==> src/design/i2cmts_pkg.sv <==
// Package of the I2C transfer sequencer: sizes, action and status codes,
// bus commands and the structs passed between modules. Depends on nothing.
package i2cmts_pkg;

  localparam int BufDepth = 16;
  localparam int BufIdxW  = (BufDepth > 1) ? $clog2(BufDepth) : 1;
  localparam int CntW     = 5;
  localparam int DataW    = 8;
  // Wide enough for any pointer or index plus a bit to test the depth.
  localparam int BufAddrW = ((BufIdxW > CntW) ? BufIdxW : CntW) + 1;

  localparam logic [1:0] ActLoad   = 2'd0;
  localparam logic [1:0] ActStart  = 2'd1;
  localparam logic [1:0] ActStatus = 2'd2;
  localparam logic [1:0] ActRead   = 2'd3;

  localparam logic [7:0] StatusMask   = 8'hfc;
  localparam logic [7:0] StStart      = 8'h08;
  localparam logic [7:0] StRepStart   = 8'h10;
  localparam logic [7:0] StAddrWrAck  = 8'h18;
  localparam logic [7:0] StDataWrAck  = 8'h28;
  localparam logic [7:0] StArbLost    = 8'h38;
  localparam logic [7:0] StAddrRdAck  = 8'h40;
  localparam logic [7:0] StDataRxAck  = 8'h50;
  localparam logic [7:0] StDataRxNack = 8'h58;

  localparam logic [DataW-1:0] RwFlag = 8'h01;

  typedef enum logic [2:0] {
    CmdNone  = 3'd0,
    CmdStart = 3'd1,
    CmdSend  = 3'd2,
    CmdRack  = 3'd3,
    CmdRnack = 3'd4,
    CmdStop  = 3'd5,
    CmdReset = 3'd6
  } cmd_e;

  typedef struct packed {
    logic [1:0]       action;
    logic [3:0]       index;
    logic [DataW-1:0] data_in;
    logic [DataW-1:0] slave_address;
    logic [CntW-1:0]  write_count;
    logic [CntW-1:0]  read_count;
    logic [7:0]       bus_status;
  } item_t;

  typedef struct packed {
    cmd_e             bus_command;
    logic [DataW-1:0] tx_byte;
    logic [DataW-1:0] read_data;
    logic             write_done;
    logic             read_done;
  } rsp_t;

  // Write and clear requests from the sequencer to the buffer.
  typedef struct packed {
    logic                wr_en;
    logic [BufAddrW-1:0] wr_addr;
    logic [DataW-1:0]    wr_data;
    logic                clr_en;
    logic [CntW-1:0]     clr_cnt;
  } buf_req_t;

endpackage

==> src/design/i2cmts_intf.sv <==
// Valid/ready channel interfaces of the I2C transfer sequencer: the request
// channel and the result channel. Depends on i2cmts_pkg.
interface i2cmts_req_if;
  logic                         valid;
  logic                         ready;
  logic [1:0]                   action;
  logic [3:0]                   index;
  logic [i2cmts_pkg::DataW-1:0] data_in;
  logic [i2cmts_pkg::DataW-1:0] slave_address;
  logic [i2cmts_pkg::CntW-1:0]  write_count;
  logic [i2cmts_pkg::CntW-1:0]  read_count;
  logic [7:0]                   bus_status;

  modport source (
    output valid, action, index, data_in, slave_address, write_count,
           read_count, bus_status,
    input  ready
  );
  modport sink (
    input  valid, action, index, data_in, slave_address, write_count,
           read_count, bus_status,
    output ready
  );
endinterface

interface i2cmts_rsp_if;
  logic                         valid;
  logic                         ready;
  logic [2:0]                   bus_command;
  logic [i2cmts_pkg::DataW-1:0] tx_byte;
  logic [i2cmts_pkg::DataW-1:0] read_data;
  logic                         write_done;
  logic                         read_done;

  modport source (
    output valid, bus_command, tx_byte, read_data, write_done, read_done,
    input  ready
  );
  modport sink (
    input  valid, bus_command, tx_byte, read_data, write_done, read_done,
    output ready
  );
endinterface

==> src/design/i2cmts_buf.sv <==
// Byte buffer of the I2C transfer sequencer with a per-entry filled mask.
// Depends on i2cmts_pkg.
module i2cmts_buf (
  input  logic                                clk_i,
  input  logic                                rst_ni,
  input  i2cmts_pkg::buf_req_t                req_i,
  input  logic [i2cmts_pkg::BufAddrW-1:0]     rd_addr_i,
  output logic [i2cmts_pkg::DataW-1:0]        rd_data_o
);

  localparam int AW = i2cmts_pkg::BufAddrW;
  localparam int IW = i2cmts_pkg::BufIdxW;

  logic [i2cmts_pkg::DataW-1:0]    mem_q [i2cmts_pkg::BufDepth];
  logic [i2cmts_pkg::BufDepth-1:0] fill_q, fill_d;
  logic                            wr_hit, rd_hit;
  logic [IW-1:0]                   wr_idx, rd_idx;

  assign wr_hit = req_i.wr_en && (req_i.wr_addr < AW'(i2cmts_pkg::BufDepth));
  assign rd_hit = rd_addr_i < AW'(i2cmts_pkg::BufDepth);
  assign wr_idx = req_i.wr_addr[IW-1:0];
  assign rd_idx = rd_addr_i[IW-1:0];

  // Entries below the read count lose their filled bit when a read phase opens.
  always_comb begin
    fill_d = fill_q;
    if (req_i.clr_en) begin
      for (int i = 0; i < i2cmts_pkg::BufDepth; i++) begin
        if (AW'(i) < AW'(req_i.clr_cnt)) begin
          fill_d[i] = 1'b0;
        end
      end
    end
    if (wr_hit) begin
      fill_d[wr_idx] = 1'b1;
    end
  end

  always_ff @(posedge clk_i or negedge rst_ni) begin
    if (!rst_ni) begin
      fill_q <= '0;
    end else begin
      fill_q <= fill_d;
    end
  end

  always_ff @(posedge clk_i) begin
    if (wr_hit) begin
      mem_q[wr_idx] <= req_i.wr_data;
    end
  end

  assign rd_data_o = (rd_hit && fill_q[rd_idx]) ? mem_q[rd_idx] : '0;

endmodule

==> src/design/i2cmts_seq.sv <==
// Transfer state and per-item decision logic of the I2C transfer sequencer.
// Depends on i2cmts_pkg; drives the buffer module's write and read ports.
module i2cmts_seq (
  input  logic                            clk_i,
  input  logic                            rst_ni,
  input  logic                            fire_i,
  input  i2cmts_pkg::item_t               item_i,
  input  logic [i2cmts_pkg::DataW-1:0]    rd_data_i,
  output logic [i2cmts_pkg::BufAddrW-1:0] rd_addr_o,
  output i2cmts_pkg::buf_req_t            buf_req_o,
  output i2cmts_pkg::rsp_t                rsp_o
);

  localparam int AW = i2cmts_pkg::BufAddrW;
  localparam int CW = i2cmts_pkg::CntW;
  localparam logic [CW-1:0] PtrMax = '1;

  logic [i2cmts_pkg::DataW-1:0] addr_q, addr_d;
  logic [CW-1:0]                phase_q, phase_d;
  logic [CW-1:0]                pend_q, pend_d;
  logic [CW-1:0]                ptr_q, ptr_d;
  logic                         wdone_q, wdone_d;
  logic                         rdone_q, rdone_d;
  logic [CW-1:0]                ptr_rx;
  logic [7:0]                   status;
  i2cmts_pkg::buf_req_t         req;
  i2cmts_pkg::cmd_e             cmd;
  logic [i2cmts_pkg::DataW-1:0] tx, rd;

  assign status    = item_i.bus_status & i2cmts_pkg::StatusMask;
  assign rd_addr_o = (item_i.action == i2cmts_pkg::ActRead) ? AW'(item_i.index) : AW'(ptr_q);

  always_comb begin
    addr_d  = addr_q;
    phase_d = phase_q;
    pend_d  = pend_q;
    ptr_d   = ptr_q;
    wdone_d = wdone_q;
    rdone_d = rdone_q;
    cmd     = i2cmts_pkg::CmdNone;
    tx      = '0;
    rd      = '0;
    ptr_rx  = ptr_q;
    req     = '0;
    req.wr_addr = AW'(ptr_q);
    req.wr_data = item_i.data_in;
    req.clr_cnt = pend_q;
    unique case (item_i.action)
      i2cmts_pkg::ActLoad: begin
        req.wr_en   = 1'b1;
        req.wr_addr = AW'(item_i.index);
      end
      i2cmts_pkg::ActStart: begin
        wdone_d = 1'b0;
        rdone_d = 1'b0;
        addr_d  = item_i.slave_address;
        pend_d  = item_i.read_count;
        if (item_i.write_count != '0) begin
          addr_d  = item_i.slave_address & ~i2cmts_pkg::RwFlag;
          phase_d = item_i.write_count;
          ptr_d   = '0;
          cmd     = i2cmts_pkg::CmdStart;
        end else if (item_i.read_count != '0) begin
          req.clr_en  = 1'b1;
          req.clr_cnt = item_i.read_count;
          addr_d  = item_i.slave_address | i2cmts_pkg::RwFlag;
          phase_d = item_i.read_count;
          ptr_d   = '0;
          cmd     = i2cmts_pkg::CmdStart;
        end
      end
      i2cmts_pkg::ActRead: begin
        rd = rd_data_i;
      end
      i2cmts_pkg::ActStatus: begin
        unique case (status)
          i2cmts_pkg::StStart, i2cmts_pkg::StRepStart: begin
            tx    = addr_q;
            ptr_d = '0;
            cmd   = i2cmts_pkg::CmdSend;
          end
          i2cmts_pkg::StAddrWrAck, i2cmts_pkg::StDataWrAck: begin
            if (ptr_q < phase_q) begin
              tx    = rd_data_i;
              ptr_d = ptr_q + CW'(1);
              cmd   = i2cmts_pkg::CmdSend;
            end else begin
              if (pend_q == '0) begin
                cmd = i2cmts_pkg::CmdStop;
              end else begin
                // Turn round into the read phase with a repeated start.
                req.clr_en = 1'b1;
                rdone_d    = 1'b0;
                addr_d     = addr_q | i2cmts_pkg::RwFlag;
                phase_d    = pend_q;
                ptr_d      = '0;
                cmd        = i2cmts_pkg::CmdStart;
              end
              wdone_d = 1'b1;
            end
          end
          i2cmts_pkg::StDataRxAck, i2cmts_pkg::StAddrRdAck: begin
            if (status == i2cmts_pkg::StDataRxAck) begin
              req.wr_en = 1'b1;
              if (ptr_q != PtrMax) begin
                ptr_rx = ptr_q + CW'(1);
              end
            end
            ptr_d = ptr_rx;
            // The byte that will be the last one gets a nack.
            if (({1'b0, ptr_rx} + (CW+1)'(1)) < {1'b0, phase_q}) begin
              cmd = i2cmts_pkg::CmdRack;
            end else begin
              cmd = i2cmts_pkg::CmdRnack;
            end
          end
          i2cmts_pkg::StDataRxNack: begin
            req.wr_en = 1'b1;
            rdone_d   = 1'b1;
            cmd       = i2cmts_pkg::CmdStop;
          end
          i2cmts_pkg::StArbLost: begin
            cmd = i2cmts_pkg::CmdStart;
          end
          default: begin
            wdone_d = 1'b1;
            rdone_d = 1'b1;
            cmd     = i2cmts_pkg::CmdReset;
          end
        endcase
      end
      default: begin
        cmd = i2cmts_pkg::CmdNone;
      end
    endcase
  end

  always_comb begin
    buf_req_o        = req;
    buf_req_o.wr_en  = req.wr_en && fire_i;
    buf_req_o.clr_en = req.clr_en && fire_i;
  end

  assign rsp_o.bus_command = cmd;
  assign rsp_o.tx_byte     = tx;
  assign rsp_o.read_data   = rd;
  assign rsp_o.write_done  = wdone_d;
  assign rsp_o.read_done   = rdone_d;

  always_ff @(posedge clk_i or negedge rst_ni) begin
    if (!rst_ni) begin
      addr_q  <= '0;
      phase_q <= '0;
      pend_q  <= '0;
      ptr_q   <= '0;
      wdone_q <= 1'b0;
      rdone_q <= 1'b0;
    end else if (fire_i) begin
      addr_q  <= addr_d;
      phase_q <= phase_d;
      pend_q  <= pend_d;
      ptr_q   <= ptr_d;
      wdone_q <= wdone_d;
      rdone_q <= rdone_d;
    end
  end

endmodule

==> src/design/i2c_master_transfer_sequencer_core.sv <==
// I2C master write-then-read transfer sequencer. Each request item is one of
// four actions: load a byte into the 16-entry buffer, start a transfer (slave
// address, write count, read count), present a bus status event, or read back
// a buffer byte. Every item yields exactly one result item carrying the bus
// command to issue, the byte to transmit, the buffer byte read back and the
// write and read done flags. The block takes one item per clock cycle while
// the result side takes its results; an item is decided in the cycle after it
// is accepted unless the result side stalls, and its result is registered and
// held on the result channel until it is taken. The throughput is set by the
// single decision stage,
// which reads the transfer state and one buffer entry and updates both in the
// same cycle. The request side keeps accepting while a finished result waits
// to be taken, as long as the input register is free to move on. No clearing
// pass follows reset: the filled mask clears at once, and buffer entries that
// were never written read back as zero.
// Depends on i2cmts_pkg, i2cmts_intf, i2cmts_buf and i2cmts_seq.
module i2c_master_transfer_sequencer_core (
  input  logic                clk_i,
  input  logic                rst_ni,
  i2cmts_req_if.sink          req_i,
  i2cmts_rsp_if.source        rsp_o
);

  i2cmts_pkg::item_t                item_q;
  logic                             item_vld_q, item_vld_d;
  i2cmts_pkg::rsp_t                 rsp_q, rsp_d;
  logic                             rsp_vld_q, rsp_vld_d;
  logic                             fire;
  logic                             in_take;
  i2cmts_pkg::buf_req_t             buf_req;
  logic [i2cmts_pkg::BufAddrW-1:0]  rd_addr;
  logic [i2cmts_pkg::DataW-1:0]     rd_data;

  // The held item is decided when the result register is empty or is being
  // emptied in this cycle.
  assign fire    = item_vld_q && (!rsp_vld_q || rsp_o.ready);
  assign req_i.ready = !item_vld_q || fire;
  assign in_take = req_i.valid && req_i.ready;

  assign item_vld_d = in_take ? 1'b1 : (fire ? 1'b0 : item_vld_q);
  assign rsp_vld_d  = fire ? 1'b1 : (rsp_o.ready ? 1'b0 : rsp_vld_q);

  always_ff @(posedge clk_i or negedge rst_ni) begin
    if (!rst_ni) begin
      item_vld_q <= 1'b0;
      rsp_vld_q  <= 1'b0;
    end else begin
      item_vld_q <= item_vld_d;
      rsp_vld_q  <= rsp_vld_d;
    end
  end

  // Payload registers carry no reset.
  always_ff @(posedge clk_i) begin
    if (in_take) begin
      item_q.action        <= req_i.action;
      item_q.index         <= req_i.index;
      item_q.data_in       <= req_i.data_in;
      item_q.slave_address <= req_i.slave_address;
      item_q.write_count   <= req_i.write_count;
      item_q.read_count    <= req_i.read_count;
      item_q.bus_status    <= req_i.bus_status;
    end
    if (fire) begin
      rsp_q <= rsp_d;
    end
  end

  // Transfer state and command decision.
  i2cmts_seq u_seq (
    .clk_i     (clk_i),
    .rst_ni    (rst_ni),
    .fire_i    (fire),
    .item_i    (item_q),
    .rd_data_i (rd_data),
    .rd_addr_o (rd_addr),
    .buf_req_o (buf_req),
    .rsp_o     (rsp_d)
  );

  // Data buffer; one read address and one write per cycle.
  i2cmts_buf u_buf (
    .clk_i     (clk_i),
    .rst_ni    (rst_ni),
    .req_i     (buf_req),
    .rd_addr_i (rd_addr),
    .rd_data_o (rd_data)
  );

  assign rsp_o.valid       = rsp_vld_q;
  assign rsp_o.bus_command = rsp_q.bus_command;
  assign rsp_o.tx_byte     = rsp_q.tx_byte;
  assign rsp_o.read_data   = rsp_q.read_data;
  assign rsp_o.write_done  = rsp_q.write_done;
  assign rsp_o.read_done   = rsp_q.read_done;

endmodule

==> src/flat_wrapper.sv <==
// flat-port wrapper written by rule: the top's interface ports become plain ports
module i2c_master_transfer_sequencer_core_flat 
  (clk_i, rst_ni, req_i_valid, req_i_action, req_i_index, req_i_data_in, req_i_slave_address, req_i_write_count, req_i_read_count, req_i_bus_status, req_i_ready, rsp_o_valid, rsp_o_bus_command, rsp_o_tx_byte, rsp_o_read_data, rsp_o_write_done, rsp_o_read_done, rsp_o_ready);
  i2cmts_req_if req_i_i ();
  i2cmts_rsp_if rsp_o_i ();
  input  logic clk_i;
  input  logic rst_ni;
  input wire logic [$bits(req_i_i.valid)-1:0] req_i_valid;
  input wire logic [$bits(req_i_i.action)-1:0] req_i_action;
  input wire logic [$bits(req_i_i.index)-1:0] req_i_index;
  input wire logic [$bits(req_i_i.data_in)-1:0] req_i_data_in;
  input wire logic [$bits(req_i_i.slave_address)-1:0] req_i_slave_address;
  input wire logic [$bits(req_i_i.write_count)-1:0] req_i_write_count;
  input wire logic [$bits(req_i_i.read_count)-1:0] req_i_read_count;
  input wire logic [$bits(req_i_i.bus_status)-1:0] req_i_bus_status;
  output wire logic [$bits(req_i_i.ready)-1:0] req_i_ready;
  output wire logic [$bits(rsp_o_i.valid)-1:0] rsp_o_valid;
  output wire logic [$bits(rsp_o_i.bus_command)-1:0] rsp_o_bus_command;
  output wire logic [$bits(rsp_o_i.tx_byte)-1:0] rsp_o_tx_byte;
  output wire logic [$bits(rsp_o_i.read_data)-1:0] rsp_o_read_data;
  output wire logic [$bits(rsp_o_i.write_done)-1:0] rsp_o_write_done;
  output wire logic [$bits(rsp_o_i.read_done)-1:0] rsp_o_read_done;
  input wire logic [$bits(rsp_o_i.ready)-1:0] rsp_o_ready;
  assign req_i_i.valid = req_i_valid;
  assign req_i_i.action = req_i_action;
  assign req_i_i.index = req_i_index;
  assign req_i_i.data_in = req_i_data_in;
  assign req_i_i.slave_address = req_i_slave_address;
  assign req_i_i.write_count = req_i_write_count;
  assign req_i_i.read_count = req_i_read_count;
  assign req_i_i.bus_status = req_i_bus_status;
  assign req_i_ready = req_i_i.ready;
  assign rsp_o_valid = rsp_o_i.valid;
  assign rsp_o_bus_command = rsp_o_i.bus_command;
  assign rsp_o_tx_byte = rsp_o_i.tx_byte;
  assign rsp_o_read_data = rsp_o_i.read_data;
  assign rsp_o_write_done = rsp_o_i.write_done;
  assign rsp_o_read_done = rsp_o_i.read_done;
  assign rsp_o_i.ready = rsp_o_ready;
  i2c_master_transfer_sequencer_core u_core (.clk_i(clk_i), .rst_ni(rst_ni), .req_i(req_i_i), .rsp_o(rsp_o_i));
endmodule
==> config.mk <==
export PLATFORM = sky130hd
export DESIGN_NAME = i2c_master_transfer_sequencer_core_flat
export DESIGN_NICKNAME = d
export VERILOG_FILES = /design/src/design/i2cmts_pkg.sv /design/src/design/i2cmts_intf.sv /design/src/design/i2cmts_buf.sv /design/src/design/i2cmts_seq.sv /design/src/design/i2c_master_transfer_sequencer_core.sv /design/src/flat_wrapper.sv
export SDC_FILE = /design/constraint.sdc
export NUM_CORES = 1
export LEC_CHECK = 0
export ABC_AREA = 1
export BUFFER_PORTS_ARGS = -buffer_cell sky130_fd_sc_hd__buf_2
export CORE_ASPECT_RATIO = 1.75
export CORE_UTILIZATION = 50
export CTS_BUF_LIST = sky130_fd_sc_hd__clkbuf_2
export DETAILED_ROUTE_END_ITERATION = 8
export PLACE_DENSITY = 0.7
export REMOVE_ABC_BUFFERS = 1
export SYNTH_ARGS = -nofsm -noshare
export SYNTH_HDL_FRONTEND = slang
export SYNTH_SLANG_ARGS = --single-unit
==> constraint.sdc <==
create_clock -name clk_i -period 2.85 [get_ports clk_i]
set_input_delay 0.7125 -clock clk_i [delete_from_list [all_inputs] [get_ports clk_i]]
set_output_delay 0.7125 -clock clk_i [all_outputs]
set_load 0.03 [all_outputs]
### Word level (Yosys, flattened, before mapping)

Memory sizes are Yosys's and may differ from the RTL's.
Cells that the tools add are included.

| word-level totals | value |
|---|---|
| register bits after elaboration | 104 |
| bits in latches | 0 |
| bits in writable memories | 128 |
| bits in read-only memories | 0 |
| word-level logic and storage cells | 175 |
| memories kept | 1 |

Memory list:

| name | words | width | read ports | clocked after memory_dff | write ports | RTL line | RTL |
|---|---|---|---|---|---|---|---|
| u_core.u_buf.mem_q | 16 | 8 | 1 | 0 | 1 | i2cmts_buf.sv:14 | `logic [i2cmts_pkg::DataW-1:0] mem_q [i2cmts_pkg::BufDepth];` |

| cells by class | value |
|---|---|
| add/sub/neg operators | 2 |
| multiply operators | 0 |
| divide/modulo/power cells | 0 |
| order comparisons | 23 |
| equal/unequal tests | 18 |
| shift-type cells | 0 |
| mux-type cells | 79 |
| bitwise gates (word level) | 2 |
| reduce and logical (&&, ||, !) cells | 28 |

Operators by type and width:

| operator | count |
|---|---|
| $mux W5 | 16 |
| $lt A4 B5 Y1 const A | 8 |
| $mux W1 | 38 |
| $mux W16 | 2 |
| $pmux W8 S2 | 2 |
| $lt A3 B5 Y1 const A | 4 |
| $pmux W5 S2 | 2 |
| $eq A6 B5 Y1 const B | 3 |
| $mux W8 | 2 |
| $or A16 B16 Y16 | 1 |
| $pmux W3 S5 | 1 |
| $pmux W5 S3 | 1 |
| $pmux W1 S2 | 7 |
| $eq A6 B3 Y1 const B | 2 |
| $eq A6 B4 Y1 const B | 2 |
| $mux W6 | 2 |
| $lt A1 B5 Y1 const A | 2 |
| $lt A2 B5 Y1 const A | 2 |
| $lt A4 B5 Y1 const B | 2 |
| $reduce_and A5 Y1 | 2 |
| $reduce_bool A5 Y1 | 2 |
| $mux W3 | 3 |
| $logic_and A1 B1 Y1 | 7 |
| $add A5 B1 Y6 const B | 1 |
| other kinds (30) | 38 |

### Depth between registers and ports, before layout

| depth | value |
|---|---|
| depth after elaboration | 10 |
| gate-level depth with buffers | 24 |
| gate-level depth less buffers | 24 |

### Modules after synthesis

A second synthesis with hierarchy kept.

| unflattened totals | value |
|---|---|
| cells, all modules | 1008 |
| area total of the unflattened synthesis | 10478.8 sq um |

By module, submodules not included:

| module | instances | cells an instance | area each (sq um) | seq. area each (sq um) |
|---|---|---|---|---|
| i2cmts_buf | 1 | 577 | 6118.4 | 4244.1 |
| i2cmts_seq | 1 | 358 | 2433.6 | 625.6 |
| i2c_master_transfer_sequencer_core | 1 | 73 | 1926.8 | 1881.8 |

### Least setup slack after synthesis

No wires, ideal clock.

| timing | value |
|---|---|
| path kind | register to register |
| from | register u_core.u_seq.ptr_q[0] |
| to | register u_core.rsp_q, in the netlist u_core.rsp_o.bus_command[0] (data pin) |
| data arrival time | 2.529 ns |
| required time | 2.591 ns |
| path slack | 0.063 ns |
| stages on the path, launching flop included | 24 |
| period minus slack after synthesis | 2.787 ns |
| cells stage by stage | dfrtp_1 -> ha_1 -> nand3_1 -> inv_1 -> ha_1 -> inv_1 -> nand2_1 -> nand2_1 -> nand3_1 -> nand2_1 -> inv_1 -> ha_1 -> xnor2_1 -> inv_1 -> ha_1 -> nand2_1 -> inv_1 -> nand2_1 -> nand2_1 -> nand2_1 -> nand3_1 -> nand2_1 -> nand2_1 -> a21oi_1 |

RTL lines:

| element | RTL line | RTL |
|---|---|---|
| from (decl) | i2cmts_seq.sv:21 | `logic [CW-1:0] ptr_q, ptr_d;` |
| from (signal assigned) | i2cmts_seq.sv:162 | `ptr_q <= ptr_d;` |
| to (signal assigned) | i2c_master_transfer_sequencer_core.sv:65 | `rsp_q <= rsp_d;` |
| to (decl) | i2c_master_transfer_sequencer_core.sv:26 | `i2cmts_pkg::rsp_t rsp_q, rsp_d;` |

==> results <==
- The flow ran to the end, and the final reports show no timing, DRC or antenna violations.
- The via count of the first global-routing pass was 8093.
- Traced cell by cell, the critical path runs through ha_2, nand3_2, inv_2, ha_4, buf_6, nand2_2, nand2_2, nand3_2, nand2_2, inv_2, ha_4, xnor2_2, inv_1, ha_1, nand2_1, inv_1, nand2_1, nand2_1, nand2_2, nand3_2, nand2_1, nand2_1, a21oi_2.
- Counting instances, the worst hold path has a depth of 1.
- The die covers 21600 sq um.
- Setup repair after global routing could not meet its margin everywhere.
- The terminus of the critical flop-to-flop path is u_core.rsp_o.bus_command[0].
- The flip-flop and latch count after synthesis is 230.
- For this design the ratio of total power to cell area is 618 nW/um^2.
- The cell at the root of the clock tree is sky130_fd_sc_hd__clkbuf_2.
- The area growth from synthesis to layout is 13.8%.
- For the worst setup path, the data required time is 3390 ps.
- Headroom to the max-slew limit came out at 0.500.
- The core area is 20500 sq um.
- Of the synthesized area, sequential elements account for 0.638.
- The mapped netlist covers 10500 sq um.
- The portion of the clock cycle consumed by the worst path in the final layout is 0.969.
- The type of the most critical hold path is primary input to flip-flop.
- Before antenna repair, the detailed router went through 5 iterations.
- The flop-to-flop setup slack is 90 ps.
- The total detailed-routing wirelength is 26.4 mm.
- The remaining number of nets flagged by the antenna check after routing is 0.
- The average routed wire per standard cell is 18.8 um.
- For this run, the leading register cell type out of synthesis is sky130_fd_sc_hd__edfxtp_1.
- The H-tree was split into 2 levels.
- The first global-routing pass estimated 40.8 mm of wire.
- The hold violation total from the final report is 0.
- The launching element type of the critical path is a flip-flop.
- The number of enable flip-flop cells after synthesis is 187.
- After layout, the design draws a total of 0.00737 W.
- The transition at the pin with the smallest max-transition slack is 751 ps.
- In the final design database the tool counted 1185 nets.
- Buffers placed on the I/O ports in this run total 64.
- The register clock-pin slew on the reported worst setup and hold paths is 120 ps.
- The count of buffering cells on the critical path with inverters included is 5.
- In this run the core area contains 69 standard-cell rows.
- The number of DRC markers after the initial detailed-route iteration is 481.
- Across the run, the number of max-cap violations was 0.
- Data on the critical path arrives at its endpoint at 3310 ps.
- The detail-routed via count per cell is 5.62.
- The commonest cells after synthesis are 210 x sky130_fd_sc_hd__nand3_1, 200 x sky130_fd_sc_hd__nand2_1, 187 x sky130_fd_sc_hd__edfxtp_1.
- Broken down by cell family, the worst path's largest delay share belongs to simple AND/OR/NAND/NOR gates.
- TritonCTS built the clock tree.
- The number of standard cells after synthesis is 995.
- The worst path needs 2760 ps of the cycle, external delays included.
- The Yosys step of the flow raised 0 warnings.
- The start of the worst register-to-register path is u_core.u_seq.ptr_q[1].
- Based on the critical path, the design can be clocked at up to 0.362 GHz.
- The effective utilization at floorplan is 0.513.
- In this design, the stage delay of the slowest critical-path cell is 370 ps.
- Entering global routing, the biggest net connects 68 pins.
- The clock net in this run drives a total of 230 sinks.
- The vertical die dimension is 194 um.
- The total I/O pin count is 67.
- Summed over all failing endpoints, the final setup total negative slack is 0 ps.
- Across every metal layer, demand over resource in global routing totals 0.248.
- The depth of the worst register-to-register path is 23.
- The most frequently used cell type in the post-synthesis netlist is sky130_fd_sc_hd__nand3_1.
- After synthesis, the share of flip-flops with an asynchronous set or reset is 0.187.
- The count of different cell masters after synthesis is 42.
- The worst setup path is of the flip-flop to flip-flop kind.
- The standard cell area after detailed placement is 11300 sq um.
- The cell type with the largest total area after synthesis is sky130_fd_sc_hd__edfxtp_1.
- The slowest stage of the critical path is the sky130_fd_sc_hd__dfrtp_1 cell.
- After synthesis, the mean cell area works out to 10.5 sq um.
- The die is 112 um wide.
- Summed over all cells, the static leakage comes to 4.90 nW.
- The number of endpoints failing setup at the final stage is 0.
- STA classifies the critical path endpoint as a flip-flop.
- The cell repeated most along the worst path is sky130_fd_sc_hd__nand2_1.
- The clock arrives with 73.6 ps of skew.
- The HPWL after detailed placement is 18.0 mm.
- Of the post-synthesis cell area, the dominant cell type holds 0.535.
- The initial antenna violation count is 1.
- The path with the worst hold slack has its endpoint at u_core.item_q[27].
- Of the cells placed in the final design, the portion with a size suffix greater than 1 is 0.215.
- The clock buffer count from CTS is 49.
- The post-route DRC violation count is 0.
- Clock latency on the worst-skew pair, taken at its later pin, is 830 ps.
- The number of buffers between clock root and the deepest sink is 3.
- Along the worst path, the maximum fanout reaches 2.
- The area of all placed cells without fillers is 11900 sq um.
- Summing over every cut layer, the via total after detailed routing is 7919.
- The maximum resistive drop on vdd is 0.445 mV.
- By area the synthesized netlist is led by sky130_fd_sc_hd__edfxtp_1 54%, sky130_fd_sc_hd__dfrtp_1 10%, sky130_fd_sc_hd__nand3_1 10%.
- The leftover overflow at the end of global routing is 0.
- The routability congestion estimate is 0.973.
- The startpoint of the tightest hold check path is req_i_data_in[1].
- The max-slew violation count is 0.
-- metal layers --
layer | global-route usage | part of all wire
met5 | 0 | 0
met4 | 0.164 | 0.054
met3 | 0.0331 | 0.048
met2 | 0.478 | 0.56
met1 | 0.243 | 0.34
-- logic make-up after synthesis --
logic type	synth area share
XOR/XNOR	0.00250
buffers and inverters	0.0560
AND/OR/NAND/NOR	0.211
multiplexers	0.00203
adder cells (fa/ha/maj)	0.0203
AO/OA/AOI/OAI	0.0705
flip-flops	0.638
-- worst max path at each step --
stage | endpoint | from | depth (start not counted) | slack (ps)
floorplan | u_core.rsp_o.tx_byte[5] | u_core.item_q[38] | 11 | -420
global placement | u_core.rsp_o.bus_command[0] | u_core.u_seq.ptr_q[0] | 23 | -40
detailed placement | u_core.rsp_o.bus_command[0] | u_core.u_seq.ptr_q[0] | 23 | -50
CTS | u_core.rsp_o.bus_command[0] | u_core.u_seq.ptr_q[1] | 23 | 10
global route | u_core.rsp_o.bus_command[0] | u_core.u_seq.ptr_q[1] | 23 | -100
finish | u_core.rsp_o.bus_command[0] | u_core.u_seq.ptr_q[1] | 23 | 90
-- power breakdown --
part | switching, W | internal [W]
Clock | 0.00125 | 0.000857
Combinational | 0.000791 | 0.000385
Sequential | 0.000178 | 0.00392
-- state kept, by name, summed over array words and instances, names as in the netlist, 5 cells and up --
register                count
u_core.u_buf.mem_q        128
u_core.item_q              38
u_core.u_buf.fill_q        16
u_core.rsp_o.read_data      8
u_core.rsp_o.tx_byte        8
u_core.u_seq.addr_q         8
u_core.u_seq.pend_q         5
u_core.u_seq.phase_q        5
u_core.u_seq.ptr_q          5
-- layout by cell type, fill, tap and decap left out, types with 6 or more instances in the layout --
master	Yosys	final
sky130_fd_sc_hd__buf_4	3	42
sky130_fd_sc_hd__nand3_1	210	206
sky130_fd_sc_hd__buf_2	16	64
sky130_fd_sc_hd__clkinv_1	2	9
sky130_fd_sc_hd__a31oi_1	9	8
sky130_fd_sc_hd__clkbuf_2	0	71
sky130_fd_sc_hd__ha_1	17	13
sky130_fd_sc_hd__edfxtp_1	187	187
sky130_fd_sc_hd__o22ai_1	9	9
sky130_fd_sc_hd__dfrtp_1	43	43
sky130_fd_sc_hd__nor2_1	65	64
sky130_fd_sc_hd__o21ai_1	13	13
sky130_fd_sc_hd__a21oi_1	22	20
sky130_fd_sc_hd__nand2_2	2	10
sky130_fd_sc_hd__o211ai_1	9	9
sky130_fd_sc_hd__nand3_2	2	6
sky130_fd_sc_hd__inv_1	73	69
sky130_fd_sc_hd__nand2_1	200	192
sky130_fd_sc_hd__inv_2	6	10
sky130_fd_sc_hd__o21ai_0	52	52
-- cell type report --
| type | instances | area, sq um |
|---|---|---|
| clock inverter | 16 | 124 |
| multi-input combinational | 644 | 3330 |
| clock buffer | 71 | 355 |
| fill | 1747 | 8520 |
| sequential | 230 | 6690 |
| antenna | 1 | 2.50 |
| inverter | 82 | 315 |
| tap | 248 | 310 |
| timing repair buffer | 117 | 815 |
-- stage by stage --
| step | hold slack, ps | instances | utilization | worst slack (ps) |
|---|---|---|---|---|
| finish | 70.9 | 1409 | 0.584 | 88.8 |
| global route | 12.8 | 1409 | 0.584 | -102 |
| CTS | 5.21 | 1405 | 0.577 | 10.3 |
| detailed placement | 463 | 1316 | 0.550 | -46.6 |
| global placement | 456 | 1316 | 0.550 | -44.9 |
| floorplan | 417 | 956 | - | -420 |
-- timing repair --
item                       in CTS  in global routing
pin swaps                       5                 15
hold endpoints to repair       11                  0
setup buffers                   0                  2
hold buffers                    2                  0
resized for setup              10                 23
gates cloned                    0                  1
setup endpoints to repair       3                 19
(Power assumes the default switching activity.)
